`config.mk`:
```
export PLATFORM = sky130hd
export DESIGN_NAME = token_bucket_packet_shaper_unit
export DESIGN_NICKNAME = d
export VERILOG_FILES = /design/src/hdl/tbps_pkg.sv /design/src/hdl/tbps_front.sv /design/src/hdl/tbps_back.sv /design/src/hdl/token_bucket_packet_shaper_unit.sv
export VERILOG_INCLUDE_DIRS = /design/src /design/src/hdl
export SDC_FILE = /design/constraint.sdc
export NUM_CORES = 2
export LEC_CHECK = 0
export BUFFER_PORTS_ARGS = -buffer_cell sky130_fd_sc_hd__buf_4
export CORE_MARGIN = 4
export CORE_UTILIZATION = 28
export CTS_CLUSTER_SIZE = 30
export DETAILED_ROUTE_END_ITERATION = 10
export GPL_TIMING_DRIVEN = 0
export SLEW_MARGIN = 5
export SYNTH_ARGS = -nofsm -noshare
export SYNTH_HDL_FRONTEND = slang
export SYNTH_SLANG_ARGS = --single-unit
```
`constraint.sdc`:
```
create_clock -name aclk -period 3.81 [get_ports aclk]
set_input_delay 0.1905 -clock aclk [delete_from_list [all_inputs] [get_ports aclk]]
set_output_delay 0.1905 -clock aclk [all_outputs]
set_load 0.01 [all_outputs]
```
`src/hdl/token_bucket_packet_shaper_unit_defines.svh`:
```
// assertion macros for the token bucket packet shaper
// no dependencies; included by the top level only
`ifndef TOKEN_BUCKET_PACKET_SHAPER_UNIT_DEFINES_SVH
`define TOKEN_BUCKET_PACKET_SHAPER_UNIT_DEFINES_SVH
`ifndef SYNTHESIS
`define TBPS_ASSERT_SAME(label, clk, rst_n, ante, cons) \
    label: assert property (@(posedge clk) disable iff (!rst_n) (ante) |-> (cons)) \
        else $error("tbps check failed");
`define TBPS_ASSERT_NEXT(label, clk, rst_n, ante, cons) \
    label: assert property (@(posedge clk) disable iff (!rst_n) (ante) |=> (cons)) \
        else $error("tbps check failed");
`else
`define TBPS_ASSERT_SAME(label, clk, rst_n, ante, cons)
`define TBPS_ASSERT_NEXT(label, clk, rst_n, ante, cons)
`endif
`endif

```
`src/hdl/tbps_pkg.sv`:
```
// shared types and codes of the token bucket packet shaper
// no dependencies; used by tbps_front, tbps_back and the top level
package tbps_pkg;

    // width of the fixed-size payload fields
    localparam int FIELD_WIDTH = 16;

    // result event codes
    typedef enum logic [2:0] {
        EV_QUEUED        = 3'd0,
        EV_DROP_BIG      = 3'd1,
        EV_DROP_FULL     = 3'd2,
        EV_TOKEN_ADDED   = 3'd3,
        EV_TOKEN_DROPPED = 3'd4,
        EV_RELEASED      = 3'd5
    } event_t;

    // input kinds
    typedef enum logic {
        KIND_PACKET = 1'b0,
        KIND_TICK   = 1'b1
    } kind_t;

    // back end sequencer states
    typedef enum logic [1:0] {
        ST_IDLE,
        ST_READ,
        ST_DECIDE,
        ST_RELEASE
    } back_state_t;

    // classified command passed from front to back
    typedef struct packed {
        kind_t kind;
        logic  too_big;
    } cmd_ctrl_t;

endpackage

```
`src/hdl/tbps_front.sv`:
```
// front end: accepts input transactions, numbers and classifies them,
// and holds them in a two-entry command queue; depends on tbps_pkg
module tbps_front #(
    parameter int COUNT_WIDTH = 16
) (
    input  logic                             aclk,
    input  logic                             aresetn,
    input  logic                             s_valid,
    output logic                             s_ready,
    input  logic                             s_kind,
    input  logic [tbps_pkg::FIELD_WIDTH-1:0] s_tokens_needed,
    input  logic [tbps_pkg::FIELD_WIDTH-1:0] bucket_depth,
    output logic                             cmd_valid,
    input  logic                             cmd_pop,
    output tbps_pkg::cmd_ctrl_t              cmd_ctrl,
    output logic [tbps_pkg::FIELD_WIDTH-1:0] cmd_need,
    output logic [COUNT_WIDTH-1:0]           cmd_num
);

    tbps_pkg::cmd_ctrl_t              q_ctrl_reg [2];
    logic [tbps_pkg::FIELD_WIDTH-1:0] q_need_reg [2];
    logic [COUNT_WIDTH-1:0]           q_num_reg  [2];

    logic                   wr_ptr_reg, wr_ptr_next;
    logic                   rd_ptr_reg, rd_ptr_next;
    logic [1:0]             count_reg, count_next;
    logic [COUNT_WIDTH-1:0] next_number_reg, next_number_next;
    logic [COUNT_WIDTH-1:0] num_inc;
    logic                   push, pop, is_packet;
    tbps_pkg::cmd_ctrl_t    new_ctrl;

    // handshake and classification
    assign s_ready   = (count_reg != 2'd2);
    assign push      = s_valid && s_ready;
    assign cmd_valid = (count_reg != 2'd0);
    assign pop       = cmd_pop && cmd_valid;
    assign is_packet = (tbps_pkg::kind_t'(s_kind) == tbps_pkg::KIND_PACKET);

    always_comb begin
        new_ctrl.kind    = tbps_pkg::kind_t'(s_kind);
        new_ctrl.too_big = is_packet && (s_tokens_needed > bucket_depth);
    end

    // numbering wraps past zero, which stays reserved for token events
    assign num_inc = next_number_reg + 1'b1;

    always_comb begin
        next_number_next = next_number_reg;
        if (push && is_packet) begin
            next_number_next = (num_inc == '0) ? COUNT_WIDTH'(1) : num_inc;
        end
    end

    // queue pointers and fill count
    always_comb begin
        wr_ptr_next = push ? ~wr_ptr_reg : wr_ptr_reg;
        rd_ptr_next = pop  ? ~rd_ptr_reg : rd_ptr_reg;
        unique case ({push, pop})
            2'b10:   count_next = count_reg + 2'd1;
            2'b01:   count_next = count_reg - 2'd1;
            default: count_next = count_reg;
        endcase
    end

    always_ff @(posedge aclk) begin
        if (!aresetn) begin
            wr_ptr_reg      <= 1'b0;
            rd_ptr_reg      <= 1'b0;
            count_reg       <= 2'd0;
            next_number_reg <= COUNT_WIDTH'(1);
        end else begin
            wr_ptr_reg      <= wr_ptr_next;
            rd_ptr_reg      <= rd_ptr_next;
            count_reg       <= count_next;
            next_number_reg <= next_number_next;
        end
    end

    // queue payload, ticks carry number zero
    always_ff @(posedge aclk) begin
        if (push) begin
            q_ctrl_reg[wr_ptr_reg] <= new_ctrl;
            q_need_reg[wr_ptr_reg] <= s_tokens_needed;
            q_num_reg[wr_ptr_reg]  <= is_packet ? next_number_reg : '0;
        end
    end

    assign cmd_ctrl = q_ctrl_reg[rd_ptr_reg];
    assign cmd_need = q_need_reg[rd_ptr_reg];
    assign cmd_num  = q_num_reg[rd_ptr_reg];

endmodule

```
`src/hdl/tbps_back.sv`:
```
// back end: bucket level, waiting memory and release sequencer with
// the result output register; depends on tbps_pkg
module tbps_back #(
    parameter int QUEUE_DEPTH = 64,
    parameter int COUNT_WIDTH = 16
) (
    input  logic                             aclk,
    input  logic                             aresetn,
    input  logic [tbps_pkg::FIELD_WIDTH-1:0] bucket_depth,
    input  logic                             cmd_valid,
    output logic                             cmd_pop,
    input  tbps_pkg::cmd_ctrl_t              cmd_ctrl,
    input  logic [tbps_pkg::FIELD_WIDTH-1:0] cmd_need,
    input  logic [COUNT_WIDTH-1:0]           cmd_num,
    output logic                             m_valid,
    input  logic                             m_ready,
    output logic [2:0]                       m_event_res,
    output logic [tbps_pkg::FIELD_WIDTH-1:0] m_packet_number,
    output logic [tbps_pkg::FIELD_WIDTH-1:0] m_tokens_held,
    output logic                             m_last
);

    localparam int FW = tbps_pkg::FIELD_WIDTH;
    localparam int QW = $clog2(QUEUE_DEPTH);
    localparam int OW = QW + 1;
    localparam int LW = ((COUNT_WIDTH > FW) ? COUNT_WIDTH : FW) + 1;
    localparam int WW = COUNT_WIDTH + FW;

    // waiting memory: packet number over need
    logic [WW-1:0] mem [QUEUE_DEPTH];
    logic [WW-1:0] rd_word_reg;
    logic          wr_en;

    tbps_pkg::back_state_t  state_reg, state_next;
    logic [COUNT_WIDTH-1:0] level_reg, level_next;
    logic [QW-1:0]          head_reg, head_next;
    logic [QW-1:0]          tail_reg, tail_next;
    logic [OW-1:0]          occ_reg, occ_next;
    tbps_pkg::event_t       pend_ev_reg, pend_ev_next;
    logic [COUNT_WIDTH-1:0] pend_num_reg, pend_num_next;
    logic [COUNT_WIDTH-1:0] pend_lvl_reg, pend_lvl_next;
    logic                   out_valid_reg, out_valid_next;
    tbps_pkg::event_t       out_ev_reg, out_ev_next;
    logic [FW-1:0]          out_num_reg, out_num_next;
    logic [FW-1:0]          out_lvl_reg, out_lvl_next;
    logic                   out_last_reg, out_last_next;

    logic                   push_ok, load, fits, tick_over;
    tbps_pkg::event_t       src_ev;
    logic [COUNT_WIDTH-1:0] src_num, src_lvl;
    logic                   src_last;
    logic [LW-1:0]          src_num_wide, src_lvl_wide;
    logic [FW-1:0]          rd_need;
    logic [COUNT_WIDTH-1:0] rd_num;
    logic [LW-1:0]          rel_wide;
    logic [COUNT_WIDTH-1:0] rel_level;
    logic [QW-1:0]          head_adv, tail_adv;

    // head entry fields and bucket arithmetic
    assign rd_need   = rd_word_reg[FW-1:0];
    assign rd_num    = rd_word_reg[WW-1:FW];
    assign fits      = (occ_reg != '0) && (LW'(rd_need) <= LW'(level_reg));
    assign tick_over = (LW'(level_reg) + LW'(1)) > LW'(bucket_depth);
    assign rel_wide  = LW'(level_reg) - LW'(rd_need);
    assign rel_level = rel_wide[COUNT_WIDTH-1:0];
    assign head_adv  = (head_reg == QW'(QUEUE_DEPTH - 1)) ? '0 : head_reg + 1'b1;
    assign tail_adv  = (tail_reg == QW'(QUEUE_DEPTH - 1)) ? '0 : tail_reg + 1'b1;
    assign push_ok   = !out_valid_reg || m_ready;

    // sequencer: outcome, head read, decide, release
    always_comb begin
        state_next    = state_reg;
        level_next    = level_reg;
        head_next     = head_reg;
        tail_next     = tail_reg;
        occ_next      = occ_reg;
        pend_ev_next  = pend_ev_reg;
        pend_num_next = pend_num_reg;
        pend_lvl_next = pend_lvl_reg;
        cmd_pop       = 1'b0;
        wr_en         = 1'b0;
        load          = 1'b0;
        src_ev        = pend_ev_reg;
        src_num       = pend_num_reg;
        src_lvl       = pend_lvl_reg;
        src_last      = 1'b1;
        unique case (state_reg)
            tbps_pkg::ST_IDLE: begin
                if (cmd_valid) begin
                    cmd_pop    = 1'b1;
                    state_next = tbps_pkg::ST_READ;
                    if (cmd_ctrl.kind == tbps_pkg::KIND_PACKET) begin
                        pend_num_next = cmd_num;
                        pend_lvl_next = level_reg;
                        if (cmd_ctrl.too_big) begin
                            pend_ev_next = tbps_pkg::EV_DROP_BIG;
                        end else if (occ_reg == OW'(QUEUE_DEPTH)) begin
                            pend_ev_next = tbps_pkg::EV_DROP_FULL;
                        end else begin
                            wr_en        = 1'b1;
                            tail_next    = tail_adv;
                            occ_next     = occ_reg + 1'b1;
                            pend_ev_next = tbps_pkg::EV_QUEUED;
                        end
                    end else begin
                        pend_num_next = '0;
                        if (tick_over) begin
                            pend_ev_next  = tbps_pkg::EV_TOKEN_DROPPED;
                            pend_lvl_next = level_reg;
                        end else begin
                            level_next    = level_reg + 1'b1;
                            pend_ev_next  = tbps_pkg::EV_TOKEN_ADDED;
                            pend_lvl_next = level_reg + 1'b1;
                        end
                    end
                end
            end
            tbps_pkg::ST_READ: begin
                state_next = tbps_pkg::ST_DECIDE;
            end
            tbps_pkg::ST_DECIDE: begin
                if (push_ok) begin
                    load       = 1'b1;
                    src_last   = !fits;
                    state_next = fits ? tbps_pkg::ST_RELEASE : tbps_pkg::ST_IDLE;
                end
            end
            tbps_pkg::ST_RELEASE: begin
                if (push_ok) begin
                    load       = 1'b1;
                    src_ev     = tbps_pkg::EV_RELEASED;
                    src_num    = rd_num;
                    src_lvl    = rel_level;
                    level_next = rel_level;
                    head_next  = head_adv;
                    occ_next   = occ_reg - 1'b1;
                    state_next = tbps_pkg::ST_IDLE;
                end
            end
            default: begin
                state_next = tbps_pkg::ST_IDLE;
            end
        endcase
    end

    // output register
    assign src_num_wide = LW'(src_num);
    assign src_lvl_wide = LW'(src_lvl);

    always_comb begin
        out_ev_next    = out_ev_reg;
        out_num_next   = out_num_reg;
        out_lvl_next   = out_lvl_reg;
        out_last_next  = out_last_reg;
        out_valid_next = out_valid_reg;
        if (load) begin
            out_valid_next = 1'b1;
            out_ev_next    = src_ev;
            out_num_next   = src_num_wide[FW-1:0];
            out_lvl_next   = src_lvl_wide[FW-1:0];
            out_last_next  = src_last;
        end else if (m_ready) begin
            out_valid_next = 1'b0;
        end
    end

    always_ff @(posedge aclk) begin
        if (!aresetn) begin
            state_reg     <= tbps_pkg::ST_IDLE;
            level_reg     <= '0;
            head_reg      <= '0;
            tail_reg      <= '0;
            occ_reg       <= '0;
            out_valid_reg <= 1'b0;
        end else begin
            state_reg     <= state_next;
            level_reg     <= level_next;
            head_reg      <= head_next;
            tail_reg      <= tail_next;
            occ_reg       <= occ_next;
            out_valid_reg <= out_valid_next;
        end
    end

    always_ff @(posedge aclk) begin
        pend_ev_reg  <= pend_ev_next;
        pend_num_reg <= pend_num_next;
        pend_lvl_reg <= pend_lvl_next;
        out_ev_reg   <= out_ev_next;
        out_num_reg  <= out_num_next;
        out_lvl_reg  <= out_lvl_next;
        out_last_reg <= out_last_next;
    end

    // waiting memory, registered read at the head
    always_ff @(posedge aclk) begin
        if (wr_en) begin
            mem[tail_reg] <= {cmd_num, cmd_need};
        end
        rd_word_reg <= mem[head_reg];
    end

    assign m_valid         = out_valid_reg;
    assign m_event_res     = out_ev_reg;
    assign m_packet_number = out_num_reg;
    assign m_tokens_held   = out_lvl_reg;
    assign m_last          = out_last_reg;

endmodule

```
`src/hdl/token_bucket_packet_shaper_unit.sv`:
```
// top level of the token bucket packet shaper: bucket depth register,
// front end and back end; depends on tbps_pkg, tbps_front, tbps_back
//
//  channel  prefix  direction  payload
//  input    s_      in         kind, tokens_needed
//  result   m_      out        event_res, packet_number, tokens_held, last
//  config   cfg_    in         bucket_depth (one register, no index)
//
// an input transaction passes through the back end sequencer steps outcome, head read from the
// waiting memory, decide and, when the head packet fits the bucket, release; the steps come from the
// back end sequencer and the registered read port of the waiting memory.
// reset is synchronous and clears all control state; the waiting memory is not cleared.
// a two-entry command queue lets the input side keep accepting until it is full while the output stalls.
`include "token_bucket_packet_shaper_unit_defines.svh"
module token_bucket_packet_shaper_unit #(
    parameter int QUEUE_DEPTH = 64,
    parameter int COUNT_WIDTH = 16
) (
    input  logic        aclk,
    input  logic        aresetn,
    input  logic        s_valid,
    output logic        s_ready,
    input  logic        s_kind,
    input  logic [15:0] s_tokens_needed,
    output logic        m_valid,
    input  logic        m_ready,
    output logic [2:0]  m_event_res,
    output logic [15:0] m_packet_number,
    output logic [15:0] m_tokens_held,
    output logic        m_last,
    input  logic        cfg_valid,
    output logic        cfg_ready,
    input  logic [15:0] cfg_bucket_depth
);

    logic [tbps_pkg::FIELD_WIDTH-1:0] depth_reg, depth_next;
    logic                             cmd_valid, cmd_pop;
    tbps_pkg::cmd_ctrl_t              cmd_ctrl;
    logic [tbps_pkg::FIELD_WIDTH-1:0] cmd_need;
    logic [COUNT_WIDTH-1:0]           cmd_num;

    // bucket depth register
    assign cfg_ready  = 1'b1;
    assign depth_next = (cfg_valid && cfg_ready) ? cfg_bucket_depth : depth_reg;

    always_ff @(posedge aclk) begin
        if (!aresetn) begin
            depth_reg <= 16'd10;
        end else begin
            depth_reg <= depth_next;
        end
    end

    // front end
    tbps_front #(
        .COUNT_WIDTH(COUNT_WIDTH)
    ) u_front (
        .aclk            (aclk),
        .aresetn         (aresetn),
        .s_valid         (s_valid),
        .s_ready         (s_ready),
        .s_kind          (s_kind),
        .s_tokens_needed (s_tokens_needed),
        .bucket_depth    (depth_reg),
        .cmd_valid       (cmd_valid),
        .cmd_pop         (cmd_pop),
        .cmd_ctrl        (cmd_ctrl),
        .cmd_need        (cmd_need),
        .cmd_num         (cmd_num)
    );

    // back end
    tbps_back #(
        .QUEUE_DEPTH(QUEUE_DEPTH),
        .COUNT_WIDTH(COUNT_WIDTH)
    ) u_back (
        .aclk            (aclk),
        .aresetn         (aresetn),
        .bucket_depth    (depth_reg),
        .cmd_valid       (cmd_valid),
        .cmd_pop         (cmd_pop),
        .cmd_ctrl        (cmd_ctrl),
        .cmd_need        (cmd_need),
        .cmd_num         (cmd_num),
        .m_valid         (m_valid),
        .m_ready         (m_ready),
        .m_event_res     (m_event_res),
        .m_packet_number (m_packet_number),
        .m_tokens_held   (m_tokens_held),
        .m_last          (m_last)
    );

    // back end only takes commands that the front end holds
    `TBPS_ASSERT_SAME(a_pop_valid, aclk, aresetn, cmd_pop, cmd_valid)
    // an outcome without last is followed at once by its release
    `TBPS_ASSERT_NEXT(a_release_follows, aclk, aresetn, m_valid && m_ready && !m_last, m_valid && m_last && (m_event_res == tbps_pkg::EV_RELEASED))
    // token events carry packet number zero
    `TBPS_ASSERT_SAME(a_token_number, aclk, aresetn, m_valid && ((m_event_res == tbps_pkg::EV_TOKEN_ADDED) || (m_event_res == tbps_pkg::EV_TOKEN_DROPPED)), m_packet_number == 16'd0)

endmodule
```
==> out/qor.txt <==
run status -> finished with violations
violated checks -> setup timing
clk buf depth -> 3
number of flip-flops in the largest register -> 2048
Post-Layout Inst Area -> 107000 um^2
syn nets -> 4163
GRT Overall Usage -> 14.1%
fin crit share -> 101%
first-pass GRT wire length -> 336 mm
setup TNS -> -0.0262 ns
vias in the first global route -> 44350
Die X -> 573 um
YS warnings -> 0
number of I/O port buffers -> 74
Synth Register Bits -> 2294
final worst slack -> -0.0262 ns
post-place instance area -> 97600 um^2
Post-synth EDFFs -> 2187
Setup Skew -> 0.0430 ns
CTS Sinks -> 2294
WS Path Type -> reg2reg
largest net degree at the start of global routing -> 66
Placeable Area -> 318000 um^2
GPL Wtd Cong -> 0.888
drt pass-1 iters -> 7
sequential share of the synthesized area -> 75.9%
layout net count -> 4685
via density per instance -> 4.97
Place WS -> -0.808 ns
post-synth cell types -> 69
Worst setup EP type -> flop
vias -> 44547
Ports -> 77
HP Class -> in2reg
f_max -> 261 MHz
Biggest register -> u_back.mem
CP Data Required Time -> 4.57 ns
GR Overflow Total -> 0
Post-Synthesis Cells -> 4062
Mapped Area -> 89400 um^2
Clk Tree Root Cell -> clkbuf_16
starting DRC count in detailed routing -> 5335
antenna viol nets, final -> 0
Leakage -> 32.5 nW
H-Tree Depth -> 4
Cell Pwr Density -> 570 nW/um^2
Clk pin slew, worst setup/hold paths -> 0.06 ns
Peak supply drop -> 468 uV
die area -> 328000 um^2
CTS tree -> yes
Avg WL per Cell -> 26.6 um
fin crit period -> 3.84 ns
Critical Path Source Type -> flop
worst path arrival time -> 4.59 ns
worst relative slew slack -> 11.4%
clock buffer count from CTS -> 221
Initial Util -> 28.1%
Avg Cell Area, Syn -> 22.0 um^2
Routed Wire Length -> 238 mm
Die Ht -> 573 um
Hold Vio Cnt, Final -> 0
fillcell total -> 29299
Slew @ Worst Pin -> 1.32 ns
HPWL after detailed placement -> 156 mm
critical path fanouts, max -> 9
Final Setup Violations -> 1
# DRC -> 0
clk_lat worst skew -> 0.87 ns
Slew Limit Fails -> 0
RSZ-0062 raised after global routing -> true
Post-synth top flop -> edfxtp_1
ys async rst share -> 0%
row cnt -> 207
layout cells sized above 1 -> 31.1%
# Max-Cap Violations -> 0
Final Util -> 33.6%
Layout area overhead -> 19.4%
initial antenna violation count -> 21
where the power goes:
part,switching [mW],leakage [nW],internal [mW]
clock,9.31,3.40,12.1
sequential,0.261,20.6,30.5
combinational,5.97,8.47,2.60
worst paths after layout:
kind         slack, ns                             start                            endpoint  depth (start not counted)
max              -0.03  u_back.level_reg[6]$_SDFFE_PN0P_    u_back.level_reg[6]$_SDFFE_PN0P_                         15
min               0.12                s_tokens_needed[6]  u_front.q_need_reg[0][6]$_DFFE_PP_                          2
max reg2reg      -0.03  u_back.level_reg[6]$_SDFFE_PN0P_    u_back.level_reg[6]$_SDFFE_PN0P_                         15
min reg2reg       0.50    u_back.occ_reg[6]$_SDFFE_PN0P_      u_back.occ_reg[6]$_SDFFE_PN0P_                          2
placed cells by master (no fill, tap or decap), types with 9 or more instances in the layout:
master,instances
clkinvlp_4,10
a21o_1,13
edfxtp_1,2187
mux2i_1,23
buf_16,28
nor2_4,66
clkbuf_2,22
nand3_1,30
clkdlybuf4s15_2,10
inv_6,10
nand4_1,23
buf_2,26
a31oi_1,10
diode_2,9
bufinv_16,20
clkinv_2,29
buf_1,19
nor2b_1,36
inv_1,49
xor2_1,29
nand2_1,136
mux4_2,671
o21ai_0,24
buf_6,9
dfxtp_1,102
nor3_1,10
mux2_4,32
buf_12,80
a21oi_1,41
nand2b_1,10
clkbuf_1,160
buf_4,165
nor2_1,92
o211ai_1,11
clkbuf_16,221
a211oi_1,9
clkinv_1,49
dlygate4sd3_1,44
xnor2_1,33
ha_1,59
cells by family after synthesis:
group	after synthesis	share of synthesized area (%)
compound gates	160	1.16
xor+xnor	68	0.666
fa+ha+maj	63	0.899
buf+inv	267	1.28
flops	2294	75.9
mux	729	17.6
other cells	1	0.00420
simple gates	480	2.50
repair_timing:
item,4_1_cts,5_1_grt
hold buffers,44,0
endpoints found under the hold margin,74,0
gates cloned,2,0
pin swaps,47,18
gates resized for setup,83,59
setup buffers,82,21
setup endpoints to repair,1732,1182
through the flow:
step	hold slack [ns]	power (mW)	cells
final	0.117	60.8	8958
after floorplan	0.289	35.4	4062
after CTS	0.0456	61.1	8931
after global routing	0.0640	62.8	8950
after global placement	0.419	38.8	8316
after detailed placement	0.423	39.5	8396
critical path, cell delays in order, from the launching register on:
cell and delay, ns:
dfxtp_1 0.34, clkbuf_2 0.21, and3_4 0.21, buf_4 0.13, buf_4 0.13, xnor2_1 0.48
ha_1 0.36, nand4_1 0.15, a211oi_1 0.08, a211oi_2 0.34, o21ai_2 0.14, a21oi_4 0.21
buf_6 0.18, nand2_4 0.07, or4_4 0.56, a31oi_4 0.16
cells in the mapped netlist, types with 3 or more instances:
master	n	area, um^2
a221oi_1	3	26.3
nor3b_1	3	22.5
o21a_1	4	30.0
nor3_1	11	55.1
buf_6	3	33.8
and3_1	13	81.3
nand4_1	23	144
buf_1	29	109
a31oi_1	13	81.3
or4_1	7	52.6
nand3b_1	4	30.0
dfxtp_1	107	2140
a211oi_1	10	75.1
mux2_2	33	372
o21ai_1	6	30.0
xnor2_1	38	333
o211ai_1	11	82.6
or2_2	4	25.0
xor2_1	30	263
clkbuf_1	132	495
nor2_1	158	593
nand4b_1	3	26.3
a21o_1	13	97.6
inv_1	51	191
nand3_1	36	180
ha_1	61	763
mux4_2	671	15100
nor2b_1	37	231
edfxtp_1	2187	65700
and2_1	3	18.8
nor4_1	5	31.3
or3_1	7	43.8
mux2i_1	23	230
o31ai_1	3	22.5
a21oi_1	42	210
nand2b_1	10	62.6
o21bai_1	4	30.0
a22oi_1	3	22.5
o21ai_0	25	125
buf_2	29	145
buf_4	21	158
nand2_1	148	556
layer usage:
metal | track usage [%] | share of wire (%) | vias up | wire length (um)
met1 | 19.0 | 40 | 23968 | 94400
met3 | 3.00 | 9.1 | 399 | 21700
li1 | - | - | 18048 | -
met5 | 0 | 0.011 | - | 27
met2 | 22.5 | 47 | 2128 | 112000
met4 | 5.31 | 4.2 | 4 | 9990
layout make-up:
class	instances	area [um^2]	area share, %
flip-flops and latches	2294	67800	63.6
plain buffers	211	1080	1.02
clock inverters	126	1220	1.15
clock buffers	282	5810	5.45
well taps	4180	5230	4.90
inverters	53	204	0.191
diodes	9	22.5	0.0211
multi-input cells	1501	21300	20.0
repair buffers	302	3950	3.70
No activity file was read; power rests on OpenSTA's default activity.
